$ cat src/rtl/core/trace_header_length_parser_core_defines.svh
// ----------------------------------------------------------------------------
// Trace header length parser: assertion macros
// Concurrent check macros, compiled out when SYNTH is defined.
// ----------------------------------------------------------------------------
`ifndef TRACE_HEADER_LENGTH_PARSER_CORE_DEFINES_SVH
`define TRACE_HEADER_LENGTH_PARSER_CORE_DEFINES_SVH

`ifndef SYNTH
`define THLP_ASSERT_SAME(label, clk, rst, ante, cons) \
   label: assert property (@(posedge clk) disable iff (rst) (ante) |-> (cons)) \
      else $error("thlp check failed");
`define THLP_ASSERT_NEXT(label, clk, rst, ante, cons) \
   label: assert property (@(posedge clk) disable iff (rst) (ante) |=> (cons)) \
      else $error("thlp check failed");
`else
`define THLP_ASSERT_SAME(label, clk, rst, ante, cons)
`define THLP_ASSERT_NEXT(label, clk, rst, ante, cons)
`endif

`endif

$ cat src/rtl/core/thlp_pkg.sv
// ----------------------------------------------------------------------------
// Trace header length parser package
// Shared types, codes and constants.
// ----------------------------------------------------------------------------
package thlp_pkg;

   localparam int QUEUE_DEPTH_DEF = 4;
   localparam logic [8:0] MIN_HEADER = 9'd9;
   localparam logic [8:0] COUNT_MAX  = 9'd511;

   typedef enum logic [2:0] {
      ST_OK      = 3'd0,
      ST_SHORT   = 3'd1,
      ST_BADVER  = 3'd2,
      ST_ZEROOPT = 3'd3,
      ST_BADHEX  = 3'd4
   } status_type;

   typedef enum logic [2:0] {
      PH_FLAGS   = 3'd0,
      PH_TASK    = 3'd1,
      PH_OP      = 3'd2,
      PH_OPTLEN  = 3'd3,
      PH_OPTS    = 3'd4,
      PH_DONE    = 3'd5,
      PH_BADVER  = 3'd6,
      PH_ZEROOPT = 3'd7
   } phase_type;

   // one queued transaction after hex pairing
   typedef struct packed {
      logic       has_byte;
      logic [7:0] data;
      logic       last;
      logic       nib_pend;
      logic       hex_err;
   } elem_type;

   function automatic logic [4:0] task_len(input logic [1:0] code);
      logic [4:0] len;
      unique case (code)
         2'd0: len = 5'd4;
         2'd1: len = 5'd8;
         2'd2: len = 5'd12;
         default: len = 5'd20;
      endcase
      return len;
   endfunction

   function automatic logic [3:0] op_len(input logic long_op);
      return long_op ? 4'd8 : 4'd4;
   endfunction

endpackage

$ cat src/rtl/core/thlp_front.sv
// ----------------------------------------------------------------------------
// Trace header length parser front end
// Accepts elements, passes raw bytes or pairs hex characters into bytes, tracks hex errors.
// ----------------------------------------------------------------------------
module thlp_front
   import thlp_pkg::*;
(
   input  logic       clock,
   input  logic       reset,
   input  logic       csr_write_enable,
   input  logic       csr_write_data,
   input  logic       req_valid,
   input  logic       req_data_byte_ok,
   input  logic [7:0] req_data_byte,
   input  logic       req_last_element,
   output logic       push,
   output elem_type   push_elem
);

   logic       mode_ff, mode_in;
   logic [3:0] hi_ff, hi_in;
   logic       pend_ff, pend_in;
   logic       err_ff, err_in;

   logic       hex_ok;
   logic [3:0] hex_val;
   logic [3:0] hi_nx;
   logic       pend_nx, err_nx;

   assign push = req_valid & req_data_byte_ok;

   always_comb begin
      hex_ok  = 1'b1;
      hex_val = 4'd0;
      if (req_data_byte >= 8'h30 && req_data_byte <= 8'h39) begin
         hex_val = 4'(req_data_byte - 8'h30);
      end else if (req_data_byte >= 8'h41 && req_data_byte <= 8'h46) begin
         hex_val = 4'(req_data_byte - 8'h37);
      end else if (req_data_byte >= 8'h61 && req_data_byte <= 8'h66) begin
         hex_val = 4'(req_data_byte - 8'h57);
      end else begin
         hex_ok = 1'b0;
      end
   end

   always_comb begin
      push_elem.last = req_last_element;
      hi_nx          = hi_ff;
      pend_nx        = pend_ff;
      err_nx         = err_ff;
      if (mode_ff) begin
         err_nx = err_ff | ~hex_ok;
         if (pend_ff) begin
            push_elem.has_byte = 1'b1;
            push_elem.data     = {hi_ff, hex_val};
            pend_nx            = 1'b0;
         end else begin
            push_elem.has_byte = 1'b0;
            push_elem.data     = 8'd0;
            hi_nx              = hex_val;
            pend_nx            = 1'b1;
         end
      end else begin
         push_elem.has_byte = 1'b1;
         push_elem.data     = req_data_byte;
      end
      push_elem.nib_pend = pend_nx;
      push_elem.hex_err  = err_nx;
   end

   always_comb begin
      mode_in = csr_write_enable ? csr_write_data : mode_ff;
      hi_in   = hi_ff;
      pend_in = pend_ff;
      err_in  = err_ff;
      if (push) begin
         if (req_last_element) begin
            hi_in   = 4'd0;
            pend_in = 1'b0;
            err_in  = 1'b0;
         end else begin
            hi_in   = hi_nx;
            pend_in = pend_nx;
            err_in  = err_nx;
         end
      end
   end

   always_ff @(posedge clock) begin
      if (reset) begin
         mode_ff <= 1'b0;
         hi_ff   <= 4'd0;
         pend_ff <= 1'b0;
         err_ff  <= 1'b0;
      end else begin
         mode_ff <= mode_in;
         hi_ff   <= hi_in;
         pend_ff <= pend_in;
         err_ff  <= err_in;
      end
   end

endmodule

$ cat src/rtl/core/thlp_queue.sv
// ----------------------------------------------------------------------------
// Trace header length parser queue
// Small FIFO between front end and parser.
// ----------------------------------------------------------------------------
module thlp_queue
   import thlp_pkg::*;
#(
   parameter int DEPTH = QUEUE_DEPTH_DEF
) (
   input  logic     clock,
   input  logic     reset,
   input  logic     push,
   input  elem_type push_elem,
   input  logic     pop,
   output logic     full,
   output logic     not_empty,
   output elem_type head
);

   localparam int PW = (DEPTH > 1) ? $clog2(DEPTH) : 1;
   localparam int CW = $clog2(DEPTH + 1);

   elem_type          slot_ff [DEPTH];
   logic [PW-1:0]     wr_ff, wr_in;
   logic [PW-1:0]     rd_ff, rd_in;
   logic [CW-1:0]     cnt_ff, cnt_in;

   assign full      = (cnt_ff == CW'(DEPTH));
   assign not_empty = (cnt_ff != '0);
   assign head      = slot_ff[rd_ff];

   always_comb begin
      wr_in  = wr_ff;
      rd_in  = rd_ff;
      cnt_in = cnt_ff;
      if (push) begin
         wr_in = (wr_ff == PW'(DEPTH - 1)) ? '0 : PW'(wr_ff + 1'b1);
      end
      if (pop) begin
         rd_in = (rd_ff == PW'(DEPTH - 1)) ? '0 : PW'(rd_ff + 1'b1);
      end
      if (push && !pop) begin
         cnt_in = CW'(cnt_ff + 1'b1);
      end else if (pop && !push) begin
         cnt_in = CW'(cnt_ff - 1'b1);
      end
   end

   always_ff @(posedge clock) begin
      if (push) begin
         slot_ff[wr_ff] <= push_elem;
      end
   end

   always_ff @(posedge clock) begin
      if (reset) begin
         wr_ff  <= '0;
         rd_ff  <= '0;
         cnt_ff <= '0;
      end else begin
         wr_ff  <= wr_in;
         rd_ff  <= rd_in;
         cnt_ff <= cnt_in;
      end
   end

endmodule

$ cat src/rtl/core/thlp_back.sv
// ----------------------------------------------------------------------------
// Trace header length parser back end
// Walks the header byte by byte and registers the result transaction.
// ----------------------------------------------------------------------------
module thlp_back
   import thlp_pkg::*;
(
   input  logic       clock,
   input  logic       reset,
   input  logic       not_empty,
   input  elem_type   head,
   output logic       pop,
   output logic       rsp_valid,
   input  logic       rsp_stall,
   output logic [2:0] rsp_status,
   output logic [8:0] rsp_header_length,
   output logic       rsp_version_out,
   output logic [4:0] rsp_task_id_length,
   output logic [3:0] rsp_op_id_length,
   output logic [7:0] rsp_options_length
);

   phase_type  phase_ff, phase_in, phase_nx;
   logic [7:0] seg_ff, seg_in, seg_nx;
   logic [8:0] cnt_ff, cnt_in, cnt_nx;
   logic [7:0] flags_ff, flags_in, flags_nx;
   logic [7:0] optl_ff, optl_in, optl_nx;

   logic       vld_ff, vld_in;
   status_type st_ff, st_in, st_nx;
   logic [8:0] hlen_ff, hlen_in;
   logic       ver_ff, ver_in;
   logic [4:0] tlen_ff, tlen_in;
   logic [3:0] olen_ff, olen_in;
   logic [7:0] oarea_ff, oarea_in;

   logic       take;
   logic [7:0] b;
   logic       fin;
   logic [4:0] tl;
   logic [3:0] ol;

   assign pop  = not_empty & (~head.last | ~vld_ff | ~rsp_stall);
   assign take = pop & head.has_byte;
   assign fin  = pop & head.last;
   assign b    = head.data;

   // next state of the header walk
   always_comb begin
      phase_nx = phase_ff;
      seg_nx   = seg_ff;
      cnt_nx   = cnt_ff;
      flags_nx = flags_ff;
      optl_nx  = optl_ff;
      if (take) begin
         if (cnt_ff != COUNT_MAX) begin
            cnt_nx = 9'(cnt_ff + 1'b1);
         end
         unique case (phase_ff)
            PH_FLAGS: begin
               flags_nx = b;
               if (b[7:4] > 4'd1) begin
                  phase_nx = PH_BADVER;
               end else begin
                  phase_nx = PH_TASK;
                  seg_nx   = 8'(task_len(b[1:0]));
               end
            end
            PH_TASK: begin
               seg_nx = 8'(seg_ff - 1'b1);
               if (seg_ff == 8'd1) begin
                  phase_nx = PH_OP;
                  seg_nx   = 8'(op_len(flags_ff[3]));
               end
            end
            PH_OP: begin
               seg_nx = 8'(seg_ff - 1'b1);
               if (seg_ff == 8'd1) begin
                  phase_nx = flags_ff[2] ? PH_OPTLEN : PH_DONE;
               end
            end
            PH_OPTLEN: begin
               optl_nx = b;
               if (b == 8'd0) begin
                  phase_nx = PH_ZEROOPT;
               end else begin
                  phase_nx = PH_OPTS;
                  seg_nx   = b;
               end
            end
            PH_OPTS: begin
               seg_nx = 8'(seg_ff - 1'b1);
               if (seg_ff == 8'd1) begin
                  phase_nx = PH_DONE;
               end
            end
            PH_DONE, PH_BADVER, PH_ZEROOPT: begin
            end
            default: begin
            end
         endcase
      end
      if (fin) begin
         phase_in = PH_FLAGS;
         seg_in   = 8'd0;
         cnt_in   = 9'd0;
         flags_in = 8'd0;
         optl_in  = 8'd0;
      end else begin
         phase_in = phase_nx;
         seg_in   = seg_nx;
         cnt_in   = cnt_nx;
         flags_in = flags_nx;
         optl_in  = optl_nx;
      end
   end

   // result decode
   always_comb begin
      priority if (head.nib_pend) begin
         st_nx = ST_BADHEX;
      end else if (cnt_nx < MIN_HEADER) begin
         st_nx = ST_SHORT;
      end else if (head.hex_err) begin
         st_nx = ST_BADHEX;
      end else if (phase_nx == PH_BADVER) begin
         st_nx = ST_BADVER;
      end else if (phase_nx == PH_DONE) begin
         st_nx = ST_OK;
      end else if (phase_nx == PH_ZEROOPT) begin
         st_nx = ST_ZEROOPT;
      end else begin
         st_nx = ST_SHORT;
      end
      tl = task_len(flags_nx[1:0]);
      ol = op_len(flags_nx[3]);

      vld_in   = fin ? 1'b1 : (vld_ff & rsp_stall);
      st_in    = st_ff;
      hlen_in  = hlen_ff;
      ver_in   = ver_ff;
      tlen_in  = tlen_ff;
      olen_in  = olen_ff;
      oarea_in = oarea_ff;
      if (fin) begin
         st_in    = st_nx;
         hlen_in  = 9'd0;
         ver_in   = 1'b0;
         tlen_in  = 5'd0;
         olen_in  = 4'd0;
         oarea_in = 8'd0;
         if (st_nx == ST_OK) begin
            tlen_in = tl;
            olen_in = ol;
            ver_in  = flags_nx[3] | flags_nx[4];
            if (flags_nx[2]) begin
               oarea_in = optl_nx;
               hlen_in  = 9'(9'd2 + 9'(tl) + 9'(ol) + 9'(optl_nx));
            end else begin
               hlen_in  = 9'(9'd1 + 9'(tl) + 9'(ol));
            end
         end
      end
   end

   always_ff @(posedge clock) begin
      if (reset) begin
         phase_ff <= PH_FLAGS;
         seg_ff   <= 8'd0;
         cnt_ff   <= 9'd0;
         flags_ff <= 8'd0;
         optl_ff  <= 8'd0;
         vld_ff   <= 1'b0;
      end else begin
         phase_ff <= phase_in;
         seg_ff   <= seg_in;
         cnt_ff   <= cnt_in;
         flags_ff <= flags_in;
         optl_ff  <= optl_in;
         vld_ff   <= vld_in;
      end
   end

   always_ff @(posedge clock) begin
      st_ff    <= st_in;
      hlen_ff  <= hlen_in;
      ver_ff   <= ver_in;
      tlen_ff  <= tlen_in;
      olen_ff  <= olen_in;
      oarea_ff <= oarea_in;
   end

   assign rsp_valid          = vld_ff;
   assign rsp_status         = st_ff;
   assign rsp_header_length  = hlen_ff;
   assign rsp_version_out    = ver_ff;
   assign rsp_task_id_length = tlen_ff;
   assign rsp_op_id_length   = olen_ff;
   assign rsp_options_length = oarea_ff;

endmodule

$ cat src/rtl/core/trace_header_length_parser_core.sv
// ----------------------------------------------------------------------------
// Trace header length parser core
//
//   channel  direction  handshake             payload
//   req      in         req_valid/req_stall   data_byte, last_element
//   rsp      out        rsp_valid/rsp_stall   status, lengths, version
//   csr      in         csr_write_enable      hex_input_mode
//
// One element per cycle sustained while req_stall is low. The front end puts a
// buffer's last element into a queue register, then the parser registers its
// result in the output register that drives rsp_valid. req_stall rises only when
// the queue is full, which happens only while a result is held by rsp_stall. Reset is
// synchronous and leaves the core ready in the next cycle.
// ----------------------------------------------------------------------------
`include "trace_header_length_parser_core_defines.svh"

module trace_header_length_parser_core
   import thlp_pkg::*;
#(
   parameter int QUEUE_DEPTH = QUEUE_DEPTH_DEF
) (
   input  logic       clock,
   input  logic       reset,
   input  logic       csr_write_enable,
   input  logic       csr_write_data,
   input  logic       req_valid,
   output logic       req_stall,
   input  logic [7:0] req_data_byte,
   input  logic       req_last_element,
   output logic       rsp_valid,
   input  logic       rsp_stall,
   output logic [2:0] rsp_status,
   output logic [8:0] rsp_header_length,
   output logic       rsp_version_out,
   output logic [4:0] rsp_task_id_length,
   output logic [3:0] rsp_op_id_length,
   output logic [7:0] rsp_options_length
);

   logic     push, pop, q_full, q_not_empty;
   elem_type push_elem, head;

   assign req_stall = q_full;

   thlp_front u_front (
      .clock            (clock),
      .reset            (reset),
      .csr_write_enable (csr_write_enable),
      .csr_write_data   (csr_write_data),
      .req_valid        (req_valid),
      .req_data_byte_ok (~q_full),
      .req_data_byte    (req_data_byte),
      .req_last_element (req_last_element),
      .push             (push),
      .push_elem        (push_elem)
   );

   thlp_queue #(
      .DEPTH (QUEUE_DEPTH)
   ) u_queue (
      .clock     (clock),
      .reset     (reset),
      .push      (push),
      .push_elem (push_elem),
      .pop       (pop),
      .full      (q_full),
      .not_empty (q_not_empty),
      .head      (head)
   );

   thlp_back u_back (
      .clock              (clock),
      .reset              (reset),
      .not_empty          (q_not_empty),
      .head               (head),
      .pop                (pop),
      .rsp_valid          (rsp_valid),
      .rsp_stall          (rsp_stall),
      .rsp_status         (rsp_status),
      .rsp_header_length  (rsp_header_length),
      .rsp_version_out    (rsp_version_out),
      .rsp_task_id_length (rsp_task_id_length),
      .rsp_op_id_length   (rsp_op_id_length),
      .rsp_options_length (rsp_options_length)
   );

   `THLP_ASSERT_SAME(a_ok_lengths, clock, reset, rsp_valid && rsp_status == ST_OK, rsp_header_length >= 9'd9 && rsp_task_id_length != 5'd0)
   `THLP_ASSERT_SAME(a_err_zero, clock, reset, rsp_valid && rsp_status != ST_OK, rsp_header_length == 9'd0 && rsp_op_id_length == 4'd0)
   `THLP_ASSERT_SAME(a_long_op_ver, clock, reset, rsp_valid && rsp_op_id_length == 4'd8, rsp_version_out)
   `THLP_ASSERT_NEXT(a_stall_full, clock, reset, q_full && !pop, req_stall)

endmodule

$ cat config.mk
export PLATFORM = sky130hd
export DESIGN_NAME = trace_header_length_parser_core
export DESIGN_NICKNAME = d
export VERILOG_FILES = /design/src/rtl/core/thlp_pkg.sv /design/src/rtl/core/thlp_front.sv /design/src/rtl/core/thlp_queue.sv /design/src/rtl/core/thlp_back.sv /design/src/rtl/core/trace_header_length_parser_core.sv
export VERILOG_INCLUDE_DIRS = /design/src /design/src/rtl/core
export SDC_FILE = /design/constraint.sdc
export NUM_CORES = 1
export LEC_CHECK = 0
export BUFFER_PORTS_ARGS = -buffer_cell sky130_fd_sc_hd__buf_2
export CORE_ASPECT_RATIO = 0.8
export CORE_UTILIZATION = 65
export CTS_CLUSTER_DIAMETER = 30
export DETAILED_ROUTE_END_ITERATION = 10
export PLACE_DENSITY = 0.94
export SYNTH_ARGS = -nofsm -noshare
export SYNTH_HDL_FRONTEND = slang
export SYNTH_SLANG_ARGS = --single-unit
export TNS_END_PERCENT = 100
$ cat constraint.sdc
create_clock -name clock -period 14.3 [get_ports clock]
set_input_delay 2.86 -clock clock [delete_from_list [all_inputs] [get_ports clock]]
set_output_delay 2.86 -clock clock [all_outputs]
set_load 0.005 [all_outputs]
-- Word-level counts from Yosys, hierarchy flattened
Memory sizes are Yosys's and may differ from the RTL's. A register that Yosys moved wholly into a read port is not among the register bits.
Index checks and enable logic that the tools add are counted.
- input bits: 15
- bits in registers: 78
- memory bits (writable): 48
- memories kept: 1
- memories (memory ; depth ; bits a word ; rd ports ; clocked after Yosys merged registers in ; wr ports ; RTL line ; RTL):
    u_queue.slot_ff ; 4 ; 12 ; 1 ; 1 ; 1 ; thlp_queue.sv:23 ; elem_type slot_ff [DEPTH];
- equality and inequality tests: 19
- reduce and logical (&&, ||, !) cells: 21
- add/subtract/negate cells: 14
- magnitude comparators: 8
- mux-type cells: 54
- bitwise operators: 14
- operators with widths (kind ; count):
    $mux 9 ; 5
    $mux 8 ; 5
    $mux 3 ; 13
    $mux 4 ; 8
    $pmux 8 s4 ; 1
    $pmux 5 s3 ; 2
    $add 9x4->9 ; 2
    $ge 8x7->1 const B ; 2
    $le 8x7->1 const B ; 2
    $eq 3x3->1 const B ; 5
    $pmux 3 s5 ; 1
    $mux 2 ; 6
    $mux 1 ; 11
    $mux 5 ; 2
    $add 9x1->9 const B ; 1
    $add 9x8->9 ; 1
    $lt 9x4->1 const B ; 1
    $ne 9x9->1 const B ; 1
    $eq 2x2->1 const B ; 4
    $eq 8x1->1 const B ; 1
    $ge 8x6->1 const B ; 1
    $le 8x6->1 const B ; 1
    $logic_not 8->1 ; 1
    $sub 4x3->4 const B ; 2
    26 further kinds ; 51

-- Longest topological paths before layout
- depth after elaboration: 15
- gate-level depth with buffers: 20

-- Hierarchy
Synthesis repeated with hierarchy kept, for this count alone.
- cells, all modules: 544
- area, all modules: 6309.8 um^2
- modules (own cells, without submodules) (module ; area an instance (um^2) ; cells an instance ; seq. area each (um^2) ; times used):
    thlp_back ; 3499.6 ; 358 ; 1461.4 ; 1
    thlp_queue ; 2177.1 ; 106 ; 1621.6 ; 1
    thlp_front ; 629.4 ; 79 ; 140.1 ; 1
    trace_header_length_parser_core ; 3.8 ; 1 ; 0.0 ; 1

-- Least setup slack after synthesis
No wires, ideal clock.
- path kind: input-to-reg
- from: in rsp_stall
- to: reg u_back.hlen_ff[7], in the netlist u_back.rsp_header_length[7], data pin
- buffers on the path: 1
- arrival time: 6185 ps
- path slack: 7844 ps
- data required time: 14029 ps
- stages: 18
- setup time: 271 ps
- path through: nand3b_1 > o221a_2 > buf_2 > inv_2 > nor4_4 > mux2_2 > ha_1 > inv_1 > fa_1 > inv_1 > ha_1 > a21o_1 > a21oi_1 > inv_1 > a21oi_1 > nor2_1 > xor2_1 > nor3_1
- elaborated cells on any way between the ends: 30
- classes of those cells: 5 x add/sub; 1 x order compare; 5 x eq/ne; 13 x mux; 4 x bitwise; 2 x reduce/logical
- RTL lines (element ; RTL line ; RTL):
    from (decl) ; trace_header_length_parser_core.sv:31 ; input logic rsp_stall,
    $not 1->1 (*) ; thlp_back.sv:43 ; assign pop = not_empty & (~head.last | ~vld_ff | ~rsp_stall);
    $or 1x1->1 (*) ; thlp_back.sv:43 ;
    $and 1x1->1 (*) ; thlp_back.sv:43 ;
    $and 1x1->1 (*) ; thlp_back.sv:44 ; assign take = pop & head.has_byte;
    $mux 5 (*) ; thlp_back.sv:55 ; if (take) begin
    via u_back.flags_nx[0] ; thlp_back.sv:26 ; logic [7:0] flags_ff, flags_in, flags_nx;
    $eq 2x2->1, or another cell as far along ; thlp_pkg.sv:41 ; unique case (code)
    $pmux 5 s3 (*) ; thlp_pkg.sv:41 ;
    via u_back.tl[3] ; thlp_back.sv:40 ; logic [4:0] tl;
    $add 2x5->6 ; thlp_back.sv:158 ; hlen_in = 9'(9'd2 + 9'(tl) + 9'(ol) + 9'(optl_nx));
    $add 9x4->9 ; thlp_back.sv:158 ;
    $add 9x8->9 ; thlp_back.sv:158 ;
    $mux 9 (*) ; thlp_back.sv:156 ; if (flags_nx[2]) begin
    to (signal assigned) ; thlp_back.sv:186 ; hlen_ff <= hlen_in;
    to (decl) ; thlp_back.sv:31 ; logic [8:0] hlen_ff, hlen_in;
The timed path passes the listed nets; every way through them passes the cells marked *.
A chain may end at the register's enable or synchronous reset.

-- Worst setup path after layout
Ends and elaborated chain as after synthesis.

==> flow_summary_export.csv <==
group,metric,value,unit
status,status,"finished, violations left",
status,failed_checks,"DRC",
synthesis,syn_area,6306,um2
grt,globalRouteOverflowTotal,0,
critical_path,cp.depth,19,
critical_path,cp_common_cell,"inv_1",
floorplan,initial_utilization,68.31,%
critical_path,crit_start,"rsp_stall",
layout,syn2layout_area_growth,13.81,%
clock_tree,worstSkewPairLatency,0.42,ns
synthesis,netlist_top_cells_count,"edfxtp_1 (74), nor2_1 (68), dfxtp_1 (50)",
floorplan,die_area,10100,um2
synthesis,synth_xor_area_share,1.667,%
clock_tree,cts_made_buffers,17,
placement,dp.cells,700,
layout,utilization,77.74,%
synthesis,synth_top_cell_area_share,35.24,%
synthesis,synth_area_leaders,"edfxtp_1 (35%), dfxtp_1 (16%), ha_1 (5.2%)",
grt,grt_use_total,27.69,%
critical_path,path_class,"primary input to register",
critical_path,critPathBufInv,6,
drt,postRouteAntennaNets,0,
timing,tightest_slew,1.251,ns
critical_path,crit_chain,"buf_2 > nand3_1 > o221a_2 > inv_2 > nor4_4 > mux2i_1 > inv_1 > ha_1 > inv_1 > fa_1 > inv_1 > ha_1 > a21o_1 > a21oi_1 > inv_1 > a21oi_1 > nor2_1 > xor2_1 > nor3_1",
clock_tree,cts_setup_buffers,0,
grt,grt_first_pass_wirelength,21500,um
drt,drc,3,
drt,wl_per_cell,17.66,um
synthesis,synth_top_family_by_area,"simple AND/OR/NAND/NOR gates",
min_path,hold_class,"register to register",
critical_path,endpoint,"u_back.rsp_header_length[7]",
layout,nNetsFinal,650,
critical_path,cp_max_fo,10,
timing,min_period,6.609,ns
timing,max_freq,0.1513,GHz
timing,rsz0062_at_grt,"no",
synthesis,synth.most_common_cell,"edfxtp_1",
pwr,ir_drop,0.0001117,V
drt,num_vias,4558,
drt,drt_iter0_drc,379,
pwr,power_density,227.8,nW/um2
synthesis,synth_edf_count,74,
synthesis,synthSimpleGateAreaFrac,15.58,%
critical_path,r2r_end,"u_back.rsp_header_length[7]",
synthesis,synth_top_flop_cell,"edfxtp_1",
critical_path,crit_arrival,6.75,ns
clock_tree,cts_resized,0,
placement,io_buffers,42,
clock_tree,holdBufCountCts,0,
synthesis,synth.avg_cell_area,11.18,um2
layout,drive_gt1_share,18.96,%
timing,slew_violations,0,
flow_run,drv_cap,0,
critical_path,cp-start-kind,"primary input",
synthesis,synthAdderAreaFrac,6.746,%
synthesis,ys_ff_latch,124,
floorplan,placeableCoreArea,9231,um2
synthesis,netlist_instances,564,
floorplan,die_x,112.1,um
floorplan,fp-row-count,31,
critical_path,endpoint_kind,"register",
critical_path,ff2ff_path_depth,18,
timing,maxSlewHeadroom,14.44,%
floorplan,boundaryPins,47,
pwr,cellLeakagePower,2.752,nW
drt,firstDrtPassIters,8,
critical_path,required,14.44,ns
layout,fillers,535,
timing,fin_skew,0.008997,ns
synthesis,synth_top_area_cell,"edfxtp_1",
grt,grt_pass1_vias,4520,
synthesis,synth.area.mux_share,8.472,%
critical_path,crit_path_max_incr_delay,0.52,ns
floorplan,die_y,90.10,um
grt,grt_max_degree,34,
clock_tree,clock_sinks,124,
clock_tree,clkTransAtPathRegs,0.06,ns
clock_tree,cts_tree,"yes",
layout,n_antenna_cell,0,
critical_path,r2r_slack,9.37,ns
clock_tree,htreeDepth,4,
placement,routabilityCongestion,0.8913,
timing,setup_viol,0,
synthesis,synth.distinct_cells,65,
grt,antenna_found_initial,0,
timing,period_share,46.22,%
timing,tns,0,ns
timing,hold_viol_final,0,
clock_tree,root_buffer,"clkbuf_16",
critical_path,crit_slowest_cell,"nor4_4",
synthesis,seq_area_frac_synth,51.11,%
synthesis,synth_warnings,0,
min_path,hp-start,"u_back.seg_ff[5]",
placement,hpwlAfterDp,8517,um
synthesis,synth-compound-area-share,11.69,%
layout,finish.cell_count_without_fillers,732,
clock_tree,cts.path.max_buffers,2,
critical_path,crit_family,"adder cells",
drt,wirelength,12920,um
drt,avgViaCountPerCell,6.227,
synthesis,async_reset_ff_share,0,%
==> tightest hold or removal path: stages, from the launching register on <==
cell and delay [ns]:
dfxtp_1 0.30, o21ai_0 0.06, a21oi_1 0.06
==> cell families (layout without fill, tap and decap cells) <==
kind of cell | count (synthesis) | after routing
fa+ha+maj | 31 | 31
other cells | 1 | 4
mux | 40 | 40
compound gates | 107 | 107
buf+inv | 64 | 114
xor+xnor | 12 | 12
flops | 124 | 124
simple gates | 185 | 185
==> placed cells by master (no fill, tap or decap), types with 7 or more instances in the layout <==
cell       instances
nor2b_1            7
mux4_2            10
edfxtp_1          74
a22oi_1            7
nand2_1           26
nor3_1            12
and2_1             7
inv_1             35
a21oi_1           28
clkbuf_16         17
o21ai_0           17
dfxtp_1           50
mux2i_1           24
nor3_2             8
ha_1              26
nand3_1           11
buf_2             42
nor2_1            67
==> worst min-delay path by stage <==
stage	endpoint	slack (ns)	depth (start not counted)
finish	u_back.seg_ff[5]	0.48	2
global route	u_back.seg_ff[5]	0.49	2
CTS	u_back.seg_ff[5]	0.48	2
detailed placement	u_back.seg_ff[5]	0.47	2
global placement	u_back.seg_ff[5]	0.47	2
floorplan	u_back.seg_ff[5]	0.45	2
==> cell type report <==
type	instances	area [um2]	share of cell area, %
multi-input combinational	379	2805	39.09
sequential	124	3223	44.91
tap	115	143.9	2.005
inverter	36	135.1	1.883
timing repair buffer	46	240.2	3.347
clock buffer	18	439.2	6.119
clock inverter	14	190.2	2.650
==> power breakdown <==
group          internal [mW]  leakage, nW  switching [mW]  total (mW)
logic                  0.270         1.36           0.402       0.672
clock network          0.296        0.298           0.156       0.452
registers              0.459         1.10          0.0532       0.512
==> state kept, by name, summed over array words and instances, names as in the netlist, named ones only <==
signal	count
u_back.flags_ff	5
u_back.optl_ff	8
u_back.rsp_options_length	8
u_queue.wr_ff	2
u_front.mode_ff	1
u_back.cnt_ff	9
u_queue.cnt_ff	3
u_front.err_ff	1
u_back.rsp_valid	1
u_back.seg_ff	8
u_front.hi_ff	4
u_back.rsp_status	3
u_back.phase_ff	3
u_back.rsp_header_length	9
u_front.pend_ff	1
u_back.rsp_op_id_length	2
u_queue.rd_ff	2
u_back.rsp_task_id_length	3
u_queue.slot_ff	48
u_back.rsp_version_out	1
==> metal layers <==
| layer | global-route usage [%] | vias to the layer above | wire length (um) |
|---|---|---|---|
| li1 | - | 2130 | - |
| met1 | 33.82 | 2162 | 5324 |
| met2 | 45.55 | 218 | 6324 |
| met3 | 6.676 | 48 | 899 |
| met4 | 15.00 | 0 | 376 |
| met5 | 0 | - | 0 |
==> through the flow <==
step / total power [mW] / hold WS, ns / instance area, um2 / setup slack (ns)
final: 1.635 / 0.4803 / 7177 / 7.691
after global routing: 1.729 / 0.4918 / 7177 / 7.392
after CTS: 1.627 / 0.4820 / 7177 / 7.734
after global placement: 1.126 / 0.4672 / 6548 / 7.502
after detailed placement: 1.163 / 0.4728 / 6548 / 7.335
after floorplan: 1.001 / 0.4535 / 6317 / 7.844
(Power assumes the default switching activity.)
